[src/sv/i2cm_pkg.sv]
// Package: shared types, codes and constants for the I2C master register access core.
`default_nettype none
package i2cm_pkg;

    // Field and register widths
    localparam int unsigned MODE_W   = 2;
    localparam int unsigned BYTE_W   = 8;
    localparam int unsigned PHASE_W  = 10;
    localparam int unsigned ACKTO_W  = 8;
    localparam int unsigned BITCNT_W = 4;
    localparam int unsigned STAT_W   = 2;
    localparam int unsigned CFGIDX_W = 1;
    localparam int unsigned CFGDAT_W = 10;

    // Configuration reset values
    localparam logic [PHASE_W-1:0] PHASE_TICKS_RST = PHASE_W'(60);
    localparam logic [ACKTO_W-1:0] ACK_TIMEOUT_RST = ACKTO_W'(240);

    // Configuration register indexes
    localparam logic [CFGIDX_W-1:0] CFG_PHASE_TICKS = 1'b0;
    localparam logic [CFGIDX_W-1:0] CFG_ACK_TIMEOUT = 1'b1;

    // Command modes
    localparam logic [MODE_W-1:0] MODE_TICK  = 2'd0;
    localparam logic [MODE_W-1:0] MODE_WRITE = 2'd1;
    localparam logic [MODE_W-1:0] MODE_READ  = 2'd2;

    // Byte stages of a transaction
    localparam logic [1:0] STAGE_ADDR = 2'd0;
    localparam logic [1:0] STAGE_REG  = 2'd1;
    localparam logic [1:0] STAGE_DATA = 2'd2;

    // Completion status codes
    localparam logic [STAT_W-1:0] STATUS_OK = 2'd0;

    // Address masks
    localparam logic [BYTE_W-1:0] ADDR_WR_MASK = 8'hfe;
    localparam logic [BYTE_W-1:0] ADDR_RD_BIT  = 8'h01;

    // Bits per byte on the bus
    localparam logic [BITCNT_W-1:0] BITS_PER_BYTE = 4'd8;
    localparam logic [BITCNT_W-1:0] LAST_BIT      = 4'd7;

    // Bus sequencer states
    typedef enum logic [4:0] {
        ST_IDLE = 5'd0,
        ST_S1   = 5'd1,
        ST_S2   = 5'd2,
        ST_S3   = 5'd3,
        ST_B1   = 5'd4,
        ST_B2   = 5'd5,
        ST_B3   = 5'd6,
        ST_A1   = 5'd7,
        ST_A2   = 5'd8,
        ST_AW   = 5'd9,
        ST_A3   = 5'd10,
        ST_R1   = 5'd11,
        ST_R2   = 5'd12,
        ST_K1   = 5'd13,
        ST_K2   = 5'd14,
        ST_K3   = 5'd15,
        ST_P0   = 5'd16,
        ST_P1   = 5'd17
    } t_seq_state;

    // One input item
    typedef struct packed {
        logic [MODE_W-1:0] mode;
        logic [BYTE_W-1:0] dev_addr;
        logic [BYTE_W-1:0] reg_addr;
        logic [BYTE_W-1:0] write_data;
        logic [BYTE_W-1:0] read_len;
        logic              sda_in;
    } t_item;

    // One result item
    typedef struct packed {
        logic              scl_out;
        logic              sda_out;
        logic              busy_res;
        logic              rx_valid;
        logic [BYTE_W-1:0] rx_data;
        logic              rx_last;
        logic              done_res;
        logic [STAT_W-1:0] status;
    } t_result;

    // Configuration register values
    typedef struct packed {
        logic [PHASE_W-1:0] phase_ticks;
        logic [ACKTO_W-1:0] ack_timeout;
    } t_cfg;

endpackage
`default_nettype wire

[src/sv/i2cm_seq.sv]
// Bus sequencer: state registers and the single-step logic for one tick item.
`default_nettype none
module i2cm_seq (
    input  wire logic            i_clk,
    input  wire logic            i_rst_n,
    input  wire logic            i_step,
    input  wire i2cm_pkg::t_item i_item,
    input  wire i2cm_pkg::t_cfg  i_cfg,
    output i2cm_pkg::t_result    o_res
);

    i2cm_pkg::t_seq_state r_state, n_state;
    logic [i2cm_pkg::PHASE_W-1:0]  r_phase_count, n_phase_count;
    logic [i2cm_pkg::BITCNT_W-1:0] r_bit_count, n_bit_count;
    logic [i2cm_pkg::BYTE_W-1:0]   r_shift, n_shift;
    logic [i2cm_pkg::BYTE_W-1:0]   r_bytes_left, n_bytes_left;
    logic [i2cm_pkg::ACKTO_W-1:0]  r_ack_wait, n_ack_wait;
    logic [i2cm_pkg::BYTE_W-1:0]   r_held_addr, n_held_addr;
    logic [i2cm_pkg::BYTE_W-1:0]   r_held_reg, n_held_reg;
    logic [i2cm_pkg::BYTE_W-1:0]   r_held_wdata, n_held_wdata;
    logic                          r_is_read, n_is_read;
    logic [i2cm_pkg::STAT_W-1:0]   r_held_status, n_held_status;
    logic [1:0]                    r_byte_stage, n_byte_stage;
    logic                          r_scl, n_scl;
    logic                          r_sda, n_sda;

    logic [i2cm_pkg::PHASE_W-1:0]  phase_inc;
    logic                          phase_hit;
    logic [i2cm_pkg::BITCNT_W-1:0] bit_inc;
    logic [i2cm_pkg::BYTE_W-1:0]   bytes_dec;
    logic                          is_cmd;
    logic                          ack_low;
    logic                          ack_expired;
    logic                          timed;

    // Pick the byte to send for a given stage
    function automatic logic [i2cm_pkg::BYTE_W-1:0] tx_byte(
        input logic [1:0]                  stage,
        input logic                        rd,
        input logic [i2cm_pkg::BYTE_W-1:0] addr,
        input logic [i2cm_pkg::BYTE_W-1:0] regn,
        input logic [i2cm_pkg::BYTE_W-1:0] wdata
    );
        logic [i2cm_pkg::BYTE_W-1:0] b;
        case (stage)
            i2cm_pkg::STAGE_ADDR: b = addr & i2cm_pkg::ADDR_WR_MASK;
            i2cm_pkg::STAGE_REG:  b = regn;
            default:              b = rd ? (addr | i2cm_pkg::ADDR_RD_BIT) : wdata;
        endcase
        return b;
    endfunction

    // Shared step terms
    assign phase_inc   = r_phase_count + i2cm_pkg::PHASE_W'(1);
    assign phase_hit   = phase_inc >= i_cfg.phase_ticks;
    assign bit_inc     = r_bit_count + i2cm_pkg::BITCNT_W'(1);
    assign bytes_dec   = r_bytes_left - i2cm_pkg::BYTE_W'(1);
    assign is_cmd      = (i_item.mode == i2cm_pkg::MODE_WRITE) ||
                         (i_item.mode == i2cm_pkg::MODE_READ);
    assign ack_low     = !i_item.sda_in;
    assign ack_expired = r_ack_wait >= i_cfg.ack_timeout;
    assign timed       = (r_state != i2cm_pkg::ST_IDLE) && (r_state != i2cm_pkg::ST_AW);

    // Next state
    always_comb begin
        n_state = r_state;
        case (r_state)
            i2cm_pkg::ST_IDLE: if (is_cmd) n_state = i2cm_pkg::ST_S1;
            i2cm_pkg::ST_AW:   if (ack_low || ack_expired) n_state = i2cm_pkg::ST_A3;
            default: begin
                if (phase_hit) begin
                    case (r_state)
                        i2cm_pkg::ST_S1: n_state = i2cm_pkg::ST_S2;
                        i2cm_pkg::ST_S2: n_state = i2cm_pkg::ST_S3;
                        i2cm_pkg::ST_S3: n_state = i2cm_pkg::ST_B1;
                        i2cm_pkg::ST_B1: n_state = i2cm_pkg::ST_B2;
                        i2cm_pkg::ST_B2: n_state = i2cm_pkg::ST_B3;
                        i2cm_pkg::ST_B3: n_state = (bit_inc >= i2cm_pkg::BITS_PER_BYTE) ?
                                                   i2cm_pkg::ST_A1 : i2cm_pkg::ST_B1;
                        i2cm_pkg::ST_A1: n_state = i2cm_pkg::ST_A2;
                        i2cm_pkg::ST_A2: n_state = i2cm_pkg::ST_AW;
                        i2cm_pkg::ST_A3: begin
                            if (r_held_status != i2cm_pkg::STATUS_OK)
                                n_state = i2cm_pkg::ST_P0;
                            else if (r_byte_stage == i2cm_pkg::STAGE_ADDR)
                                n_state = i2cm_pkg::ST_B1;
                            else if (r_byte_stage == i2cm_pkg::STAGE_REG)
                                n_state = r_is_read ? i2cm_pkg::ST_S1 : i2cm_pkg::ST_B1;
                            else if (r_is_read && (r_bytes_left != '0))
                                n_state = i2cm_pkg::ST_R1;
                            else
                                n_state = i2cm_pkg::ST_P0;
                        end
                        i2cm_pkg::ST_R1: n_state = i2cm_pkg::ST_R2;
                        i2cm_pkg::ST_R2: n_state = (bit_inc >= i2cm_pkg::BITS_PER_BYTE) ?
                                                   i2cm_pkg::ST_K1 : i2cm_pkg::ST_R1;
                        i2cm_pkg::ST_K1: n_state = i2cm_pkg::ST_K2;
                        i2cm_pkg::ST_K2: n_state = i2cm_pkg::ST_K3;
                        i2cm_pkg::ST_K3: n_state = (bytes_dec == '0) ?
                                                   i2cm_pkg::ST_P0 : i2cm_pkg::ST_R1;
                        i2cm_pkg::ST_P0: n_state = i2cm_pkg::ST_P1;
                        default:         n_state = i2cm_pkg::ST_IDLE;
                    endcase
                end
            end
        endcase
    end

    // Datapath and result for this tick
    always_comb begin
        n_phase_count = r_phase_count;
        n_bit_count   = r_bit_count;
        n_shift       = r_shift;
        n_bytes_left  = r_bytes_left;
        n_ack_wait    = r_ack_wait;
        n_held_addr   = r_held_addr;
        n_held_reg    = r_held_reg;
        n_held_wdata  = r_held_wdata;
        n_is_read     = r_is_read;
        n_held_status = r_held_status;
        n_byte_stage  = r_byte_stage;
        n_scl         = r_scl;
        n_sda         = r_sda;
        o_res         = '0;

        // Advance the phase counter, clear it on every state change
        if (n_state != r_state)
            n_phase_count = '0;
        else if (timed)
            n_phase_count = phase_inc;

        case (r_state)
            i2cm_pkg::ST_IDLE: begin
                if (is_cmd) begin
                    n_held_addr   = i_item.dev_addr;
                    n_held_reg    = i_item.reg_addr;
                    n_held_wdata  = i_item.write_data;
                    n_bytes_left  = i_item.read_len;
                    n_is_read     = (i_item.mode == i2cm_pkg::MODE_READ);
                    n_held_status = i2cm_pkg::STATUS_OK;
                    n_byte_stage  = i2cm_pkg::STAGE_ADDR;
                    n_bit_count   = '0;
                    n_shift       = '0;
                    n_ack_wait    = '0;
                    n_scl         = 1'b1;
                    n_sda         = 1'b1;
                end
            end
            i2cm_pkg::ST_AW: begin
                if (ack_low) begin
                    n_scl = 1'b0;
                end else if (ack_expired) begin
                    n_held_status = i2cm_pkg::STAT_W'(r_byte_stage + 2'd1);
                    n_scl         = 1'b0;
                end else begin
                    n_ack_wait = r_ack_wait + i2cm_pkg::ACKTO_W'(1);
                end
            end
            default: begin
                if (phase_hit) begin
                    case (r_state)
                        i2cm_pkg::ST_S1: n_sda = 1'b0;
                        i2cm_pkg::ST_S2: n_scl = 1'b0;
                        i2cm_pkg::ST_S3: begin
                            n_shift     = tx_byte(r_byte_stage, r_is_read, r_held_addr,
                                                  r_held_reg, r_held_wdata);
                            n_bit_count = '0;
                            n_sda       = n_shift[i2cm_pkg::BYTE_W-1];
                        end
                        i2cm_pkg::ST_B1: n_scl = 1'b1;
                        i2cm_pkg::ST_B2: begin
                            n_scl = 1'b0;
                            if (r_bit_count == i2cm_pkg::LAST_BIT)
                                n_sda = 1'b1;
                        end
                        i2cm_pkg::ST_B3: begin
                            n_shift     = {r_shift[i2cm_pkg::BYTE_W-2:0], 1'b0};
                            n_bit_count = bit_inc;
                            if (bit_inc >= i2cm_pkg::BITS_PER_BYTE)
                                n_sda = 1'b1;
                            else
                                n_sda = n_shift[i2cm_pkg::BYTE_W-1];
                        end
                        i2cm_pkg::ST_A1: n_scl = 1'b1;
                        i2cm_pkg::ST_A2: n_ack_wait = '0;
                        i2cm_pkg::ST_A3: begin
                            if (r_held_status != i2cm_pkg::STATUS_OK) begin
                                n_sda = 1'b0;
                            end else if (r_byte_stage == i2cm_pkg::STAGE_ADDR) begin
                                n_byte_stage = i2cm_pkg::STAGE_REG;
                                n_shift      = tx_byte(i2cm_pkg::STAGE_REG, r_is_read,
                                                       r_held_addr, r_held_reg, r_held_wdata);
                                n_bit_count  = '0;
                                n_sda        = n_shift[i2cm_pkg::BYTE_W-1];
                            end else if (r_byte_stage == i2cm_pkg::STAGE_REG) begin
                                n_byte_stage = i2cm_pkg::STAGE_DATA;
                                if (r_is_read) begin
                                    // repeated start
                                    n_scl = 1'b1;
                                    n_sda = 1'b1;
                                end else begin
                                    n_shift     = tx_byte(i2cm_pkg::STAGE_DATA, r_is_read,
                                                          r_held_addr, r_held_reg,
                                                          r_held_wdata);
                                    n_bit_count = '0;
                                    n_sda       = n_shift[i2cm_pkg::BYTE_W-1];
                                end
                            end else if (r_is_read && (r_bytes_left != '0)) begin
                                n_bit_count = '0;
                                n_shift     = '0;
                                n_sda       = 1'b1;
                                n_scl       = 1'b1;
                            end else begin
                                n_sda = 1'b0;
                            end
                        end
                        i2cm_pkg::ST_R1: begin
                            n_shift = {r_shift[i2cm_pkg::BYTE_W-2:0], i_item.sda_in};
                            n_scl   = 1'b0;
                        end
                        i2cm_pkg::ST_R2: begin
                            n_bit_count = bit_inc;
                            if (bit_inc >= i2cm_pkg::BITS_PER_BYTE) begin
                                o_res.rx_valid = 1'b1;
                                o_res.rx_data  = r_shift;
                                o_res.rx_last  = (r_bytes_left == i2cm_pkg::BYTE_W'(1));
                                // NACK the last byte, ACK the rest
                                n_sda          = o_res.rx_last;
                            end else begin
                                n_scl = 1'b1;
                            end
                        end
                        i2cm_pkg::ST_K1: n_scl = 1'b1;
                        i2cm_pkg::ST_K2: n_scl = 1'b0;
                        i2cm_pkg::ST_K3: begin
                            n_bytes_left = bytes_dec;
                            if (bytes_dec == '0) begin
                                n_sda = 1'b0;
                            end else begin
                                n_bit_count = '0;
                                n_shift     = '0;
                                n_sda       = 1'b1;
                                n_scl       = 1'b1;
                            end
                        end
                        i2cm_pkg::ST_P0: n_scl = 1'b1;
                        i2cm_pkg::ST_P1: begin
                            n_sda          = 1'b1;
                            o_res.done_res = 1'b1;
                            o_res.status   = r_held_status;
                        end
                        default: ;
                    endcase
                end
            end
        endcase

        o_res.scl_out  = n_scl;
        o_res.sda_out  = n_sda;
        o_res.busy_res = (n_state != i2cm_pkg::ST_IDLE);
    end

    // Hold sequencer control state, advance on each stepped tick
    always_ff @(posedge i_clk) begin
        if (!i_rst_n) begin
            r_state       <= i2cm_pkg::ST_IDLE;
            r_phase_count <= '0;
            r_bit_count   <= '0;
            r_shift       <= '0;
            r_bytes_left  <= '0;
            r_ack_wait    <= '0;
            r_is_read     <= 1'b0;
            r_held_status <= i2cm_pkg::STATUS_OK;
            r_byte_stage  <= i2cm_pkg::STAGE_ADDR;
            r_scl         <= 1'b1;
            r_sda         <= 1'b1;
        end else if (i_step) begin
            r_state       <= n_state;
            r_phase_count <= n_phase_count;
            r_bit_count   <= n_bit_count;
            r_shift       <= n_shift;
            r_bytes_left  <= n_bytes_left;
            r_ack_wait    <= n_ack_wait;
            r_is_read     <= n_is_read;
            r_held_status <= n_held_status;
            r_byte_stage  <= n_byte_stage;
            r_scl         <= n_scl;
            r_sda         <= n_sda;
        end
    end

    // Hold the command bytes, written when a command starts
    always_ff @(posedge i_clk) begin
        if (i_step) begin
            r_held_addr  <= n_held_addr;
            r_held_reg   <= n_held_reg;
            r_held_wdata <= n_held_wdata;
        end
    end

`ifndef NO_ASSERTIONS
    // A completed stop always returns the sequencer to idle
    a_done_to_idle: assert property (@(posedge i_clk) disable iff (!i_rst_n)
        (i_step && o_res.done_res) |=> (r_state == i2cm_pkg::ST_IDLE))
        else $error("sequencer not idle after stop");

    // A received byte is only reported from the receive low phase
    a_rx_from_r2: assert property (@(posedge i_clk) disable iff (!i_rst_n)
        o_res.rx_valid |-> (r_state == i2cm_pkg::ST_R2))
        else $error("byte reported outside receive phase");

    // Nonzero status only travels with the done flag
    a_status_done: assert property (@(posedge i_clk) disable iff (!i_rst_n)
        (o_res.status != i2cm_pkg::STATUS_OK) |-> o_res.done_res)
        else $error("status without completion");

    // Bit counter never runs past one byte
    a_bit_range: assert property (@(posedge i_clk) disable iff (!i_rst_n)
        r_bit_count <= i2cm_pkg::BITS_PER_BYTE)
        else $error("bit counter out of range");
`endif

endmodule
`default_nettype wire

[src/sv/i2c_master_register_access_core.sv]
// Top level: handshake registers, configuration registers and the bus sequencer.
`default_nettype none
// I2C master register access core. Every input item is one bus tick and yields
// exactly one result item: the SCL and SDA levels after that tick, the busy
// flag, any byte received on it and, on the tick the stop completes, the done
// flag and status. One item is taken every clock while o_in_stall is low; a
// result is registered: the item passes the input register, then the
// single-step sequencer logic into the result register. The result register
// decouples the two sides, so a new item can be taken into the empty input
// register while a finished result still waits. Write phase_ticks (index 0)
// and ack_timeout (index 1) only while no transaction is running.
module i2c_master_register_access_core (
    input  wire logic                              i_clk,
    input  wire logic                              i_rst_n,
    // input channel
    input  wire logic                              i_in_valid,
    output logic                                   o_in_stall,
    input  wire logic [i2cm_pkg::MODE_W-1:0]       i_mode,
    input  wire logic [i2cm_pkg::BYTE_W-1:0]       i_dev_addr,
    input  wire logic [i2cm_pkg::BYTE_W-1:0]       i_reg_addr,
    input  wire logic [i2cm_pkg::BYTE_W-1:0]       i_write_data,
    input  wire logic [i2cm_pkg::BYTE_W-1:0]       i_read_len,
    input  wire logic                              i_sda_in,
    // output channel
    output logic                                   o_out_valid,
    input  wire logic                              i_out_stall,
    output logic                                   o_scl_out,
    output logic                                   o_sda_out,
    output logic                                   o_busy_res,
    output logic                                   o_rx_valid,
    output logic [i2cm_pkg::BYTE_W-1:0]            o_rx_data,
    output logic                                   o_rx_last,
    output logic                                   o_done_res,
    output logic [i2cm_pkg::STAT_W-1:0]            o_status,
    // configuration write port
    input  wire logic                              i_cfg_wr_en,
    input  wire logic [i2cm_pkg::CFGIDX_W-1:0]     i_cfg_index,
    input  wire logic [i2cm_pkg::CFGDAT_W-1:0]     i_cfg_data
);

    logic              r_in_valid;
    i2cm_pkg::t_item   r_item;
    logic              r_out_valid;
    i2cm_pkg::t_result r_res;
    i2cm_pkg::t_result seq_res;
    i2cm_pkg::t_cfg    r_cfg;
    logic              out_free;
    logic              step;
    logic              in_take;

    // Flow control between the two register stages
    assign out_free   = !r_out_valid || !i_out_stall;
    assign step       = r_in_valid && out_free;
    assign o_in_stall = r_in_valid && !out_free;
    assign in_take    = i_in_valid && !o_in_stall;

    // Hold the input valid flag
    always_ff @(posedge i_clk) begin
        if (!i_rst_n)
            r_in_valid <= 1'b0;
        else if (in_take)
            r_in_valid <= 1'b1;
        else if (step)
            r_in_valid <= 1'b0;
    end

    // Capture the input transaction
    always_ff @(posedge i_clk) begin
        if (in_take) begin
            r_item.mode       <= i_mode;
            r_item.dev_addr   <= i_dev_addr;
            r_item.reg_addr   <= i_reg_addr;
            r_item.write_data <= i_write_data;
            r_item.read_len   <= i_read_len;
            r_item.sda_in     <= i_sda_in;
        end
    end

    // Configuration registers
    always_ff @(posedge i_clk) begin
        if (!i_rst_n) begin
            r_cfg.phase_ticks <= i2cm_pkg::PHASE_TICKS_RST;
            r_cfg.ack_timeout <= i2cm_pkg::ACK_TIMEOUT_RST;
        end else if (i_cfg_wr_en) begin
            case (i_cfg_index)
                i2cm_pkg::CFG_PHASE_TICKS:
                    r_cfg.phase_ticks <= i_cfg_data[i2cm_pkg::PHASE_W-1:0];
                i2cm_pkg::CFG_ACK_TIMEOUT:
                    r_cfg.ack_timeout <= i_cfg_data[i2cm_pkg::ACKTO_W-1:0];
                default: ;
            endcase
        end
    end

    i2cm_seq u_seq (
        .i_clk   (i_clk),
        .i_rst_n (i_rst_n),
        .i_step  (step),
        .i_item  (r_item),
        .i_cfg   (r_cfg),
        .o_res   (seq_res)
    );

    // Advance the result register when it is free
    always_ff @(posedge i_clk) begin
        if (!i_rst_n)
            r_out_valid <= 1'b0;
        else if (out_free)
            r_out_valid <= r_in_valid;
    end

    always_ff @(posedge i_clk) begin
        if (step)
            r_res <= seq_res;
    end

    assign o_out_valid = r_out_valid;
    assign o_scl_out   = r_res.scl_out;
    assign o_sda_out   = r_res.sda_out;
    assign o_busy_res  = r_res.busy_res;
    assign o_rx_valid  = r_res.rx_valid;
    assign o_rx_data   = r_res.rx_data;
    assign o_rx_last   = r_res.rx_last;
    assign o_done_res  = r_res.done_res;
    assign o_status    = r_res.status;

endmodule
`default_nettype wire
[config.mk]
export PLATFORM = sky130hd
export DESIGN_NAME = i2c_master_register_access_core
export DESIGN_NICKNAME = d
export VERILOG_FILES = /design/src/sv/i2cm_pkg.sv /design/src/sv/i2cm_seq.sv /design/src/sv/i2c_master_register_access_core.sv
export SDC_FILE = /design/constraint.sdc
export NUM_CORES = 1
export LEC_CHECK = 0
export ABC_AREA = 1
export BUFFER_PORTS_ARGS = -buffer_cell sky130_fd_sc_hd__buf_2
export CORE_MARGIN = 10
export CORE_UTILIZATION = 25
export CTS_CLUSTER_DIAMETER = 60
export DETAILED_ROUTE_END_ITERATION = 16
export PLACE_DENSITY = 0.46
export SYNTH_ARGS = -nofsm -noshare
export SYNTH_HDL_FRONTEND = slang
export SYNTH_SLANG_ARGS = --single-unit
[constraint.sdc]
create_clock -name i_clk -period 3 [get_ports i_clk]
set_clock_uncertainty 0.05 [all_clocks]
set_input_delay 0.45 -clock i_clk [delete_from_list [all_inputs] [get_ports i_clk]]
set_output_delay 0.45 -clock i_clk [all_outputs]
set_load 0.005 [all_outputs]
After elaboration in Yosys (flattened, before gate mapping). Cells that the tools add are included. W data, S select, Z words.

Bitwise operators: 6. Multiplexer cells: 86. Equality and inequality tests: 33. Divide/modulo/power cells: 0. Magnitude comparators: 3. Reductions and logical operators: 48. Shift-type cells: 0. Add/subtract/negate cells: 5. Multiply operators: 0.

Operator list (number): $mux W8 (16); $pmux W5 S15 (1); $pmux W8 S2 (4); $eq A5 B4 Y1 const B (8); $mux W5 (8); $pmux W8 S5 (1); $mux W4 (8); $mux W10 (3); $mux W1 (24); $eq A5 B3 Y1 const B (4); $mux W2 (9); $reduce_and A9 Y1 (2); $pmux W4 S4 (1); $reduce_or A4 Y1 (4); $reduce_bool A5 Y1 (3); $reduce_bool A2 Y1 (7); $add A10 B1 Y10 const B (1); $eq A5 B2 Y1 const B (2); $eq A5 B5 Y1 const B (2); $ge A10 B10 Y1 (1); $pmux W5 S2 (1); $reduce_and A5 Y1 (2); $mux W3 (3); $reduce_bool A3 Y1 (3); 39 further kinds (63).

Word-level logic and storage cells: 213. Flip-flop bits (word level): 145. Output and inout port bits: 18. RAM bits: 0. ROM bits: 0. Bits of input ports: 51. Memories: 0. Bits in latches: 0.

Longest topological paths before layout.
Word-level depth: 12. Mapped depth: 21. Mapped depth without buffers: 20.

By module. A second synthesis with hierarchy kept.

Cell total of the unflattened synthesis: 937. Area, all modules: 7505.9 µm².

By module, submodules not included: i2cm_seq (area an instance 5205.0 µm², sequential area each 1691.6 µm², cells each 779, instances 1); i2c_master_register_access_core (area an instance 2301.0 µm², sequential area each 1931.9 µm², cells each 158, instances 1).

Worst setup path before layout. Ideal clock, no wire load.

Kind: reg2reg. From: register u_seq.r_phase_count[0] in the netlist's numbering. To: register r_res, in the netlist o_busy_res (data pin). Buffers on the path: 1. Stages on the path, launching flop included: 17. Data arrival time: 2.445 ns. Slack: 0.249 ns. Setup time: 0.257 ns. Clock period less this slack: 2.751 ns. Data required time: 2.693 ns. Path through: dfxtp_1 > inv_1 > nor3_1 > nand4_1 > xor2_1 > inv_1 > ha_1 > nand2_1 > nor2_1 > nand3_1 > nand4_1 > clkbuf_1 > inv_1 > a21oi_1 > a21oi_1 > nor2_1 > nand2_1.

RTL lines: from (decl) (line i2cm_seq.sv:13) `logic [i2cm_pkg::PHASE_W-1:0] r_phase_count, n_phase_count;`; from (signal assigned) (line i2cm_seq.sv:279) `r_phase_count <= n_phase_count;`; to (signal assigned) (line i2c_master_register_access_core.sv:114) `r_res <= seq_res;`; to (decl) (line i2c_master_register_access_core.sv:44) `i2cm_pkg::t_result r_res;`.

==> results.cfg <==
[logic_synthesis]
synth_largest_area_cell = edfxtp_1
synth-edff-count = 73
async_reset_ff_share_pct = 0
ys_types = 41
synthesis.area_um2 = 7410
synth_nets = 985
syn_avg_cell_area_um2 = 8.187
seq_area_frac_synth_pct = 48.50
yosys_warnings = 0
ys_top_cells_by_area = edfxtp_1 (30%), dfxtp_1 (19%), nand2_1 (9.1%)
synthFlopType = edfxtp_1
syn_inst = 905
synth_top_area_share_pct = 29.58
synth-seq-cells = 143

[route]
wl_um = 19780
route.vias.total = 6177
drt_iter0_drc = 451
vias_per_cell = 4.415
detail-route-antenna-nets = 0
drc = 0
wl_per_cell_um = 14.14
drtPass1Iterations = 5

[global_route]
grtUsageTotal_pct = 10.74
grt_pass1_wl_um = 31620
use_met1_pct = 14.85
gr-max-usage-layer = met2
grt_max_degree = 40
met2_usage_pct = 16.76
overflow = 0
grt_use_met3_pct = 1.941
antenna_found_initial = 0
grt_pass1_vias = 5857

[power_and_ir_drop]
total_power_mw = 5.247
peakVddDrop_mv = 0.2519
powerDensity_nw_per_um2 = 573.9
p_leak_nw = 3.805

[setup_path]
cp.arrival_ns = 2.93
r2r_end = o_busy_res
worstSetupEndpointType = flip-flop
critPathMaxFanout = 5
r2r-start = u_seq.r_phase_count[0]
worstRegToRegCells = 15
start_kind = flip-flop
crit_start = u_seq.r_phase_count[0]
endpoint = o_busy_res
crit_required_ns = 3.12
crit_type = reg2reg
rrSetupSlack_ns = 0.18

[cells_and_area]
drive_gt1_share_pct = 19.61
reg_top3 = r_item x34, r_cfg x18, u_seq.r_phase_count x10
diodes = 0
final_cell_mix = nand2_1 (177), inv_1 (102), nor2_1 (100)
nNetsFinal = 1082
fin_cells = 1399
final_common_cell = nand2_1
synthToLayoutAreaGrowth_pct = 23.40
top_register = r_item
largest_reg_flops = 34

[sta]
rsz0062_at_grt = yes
setup_viol = 0
maxSlewHeadroom_pct = 63.21
tightest_slew_ns = 0.5505
fmaxAchievable_mhz = 355.1
finalHoldViolCount = 0
whs_ns = 0.1380
finalCritPeriodShare_pct = 93.88
finalCriticalPeriod_ns = 2.816
drv_slew = 0

[clock_network]
cts_htree_levels = 4
root_buffer = clkbuf_16
worstSkewPairLatency_ns = 0.43
clkSinkCount = 143
cts_tree = yes
cts_buffers = 17
cts_max_path_buffers = 2
clk_pin_slew_ns = 0.08

[floorplanning]
core_um2 = 29010
die_area_um2 = 36930
fp.dieH_um = 192.2
boundaryPins = 69
start_util_pct = 25.54
die_x_um = 192.2
rows = 62

[placed_design]
numPlacedInstances = 1360
dp.final_hpwl_um = 14690
io_buffer_count = 67
routabilityCongestion = 0.8775

[outcome]
outcome = complete, no violations

[job]
maxCapViolCount = 0

[min_path]
min_path_type = in2reg
[cells in the mapped netlist, drive strengths merged (13+ instances only)]
| cell | number |
|---|---|
| nand2 | 186 |
| nor2 | 117 |
| inv | 116 |
| a21oi | 85 |
| edfxtp | 73 |
| dfxtp | 70 |
| o21ai | 63 |
| nand3 | 54 |
| ha | 29 |
| nor3 | 18 |
| clkbuf | 15 |
| nand4 | 13 |
[how the worst min path moves through the flow]
stage	start	to	cells past startpoint
final	i_write_data[1]	r_item[10]	1
after global placement	r_item[32]	u_seq.r_held_addr[7]	0
after detailed placement	r_item[21]	u_seq.r_held_reg[4]	0
after CTS	i_write_data[1]	r_item[10]	1
after global routing	i_reg_addr[2]	r_item[19]	1
after floorplan	r_item[26]	u_seq.r_held_addr[1]	0
[worst max-delay path, cell delays in order (launching register included)]
cell and delay (ns):
dfxtp_4 0.38, ha_4 0.14, nand3_2 0.11, nor2_4 0.14
nand3_2 0.09, xnor2_2 0.19, ha_1 0.26, nand2_2 0.08
inv_1 0.05, a21oi_1 0.13, nand4_1 0.25, buf_2 0.26
nand2_1 0.07, o21ai_1 0.08, nor3_1 0.21, nand2_1 0.08
[where the power goes]
part	total, mW	leakage, nW	internal (mW)	switching, mW
Clock	2.15	0.298	1.13	1.01
Combinational	0.868	2.25	0.304	0.564
Sequential	2.23	1.26	2.17	0.0642
Total	5.25	3.81	3.61	1.64
[stage by stage]
stage               setup slack [ns]  cell area [µm²]  utilization, %    TNS, ns
finish                        0.1837             9144           31.52          0
CTS                         0.006562             8961           30.89          0
global route                -0.01593             9144           31.52   -0.01593
global placement             0.01246             8349           28.78          0
floorplan                     0.2487             7410               -          0
detailed placement         -0.002232             8349           28.78  -0.003163
[routing by layer]
layer | vias to the layer above | share of wire, %
li1 | 3227 | -
met1 | 2821 | 51
met2 | 119 | 45
met3 | 10 | 2.6
met4 | 0 | 0.83
met5 | - | 0
[cell type report]
class | count | area (µm²)
fill | 3096 | 19870
inverter | 121 | 457.9
sequential | 143 | 3607
clock inverter | 15 | 183.9
clock buffer | 17 | 425.4
multi-input combinational | 622 | 3398
timing repair buffer | 97 | 590.6
tap | 384 | 480.5
[kinds of logic (layout without fill, tap and decap cells)]
kind of cell | after synthesis | after routing | synth area share, %
compound gates | 180 | 180 | 13.26
simple gates | 396 | 397 | 24.18
fa+ha+maj | 29 | 29 | 4.897
xor+xnor | 16 | 16 | 1.891
flops | 143 | 143 | 48.50
buf+inv | 141 | 250 | 7.278
[what timing repair did]
action / in CTS / in global routing
hold buffers: 0 / 0
pin swaps: 1 / 15
setup buffers: 0 / 5
resized for setup: 1 / 35
cloned: 0 / 2
endpoints found under the setup margin: 8 / 56
(Power assumes the default switching activity.)
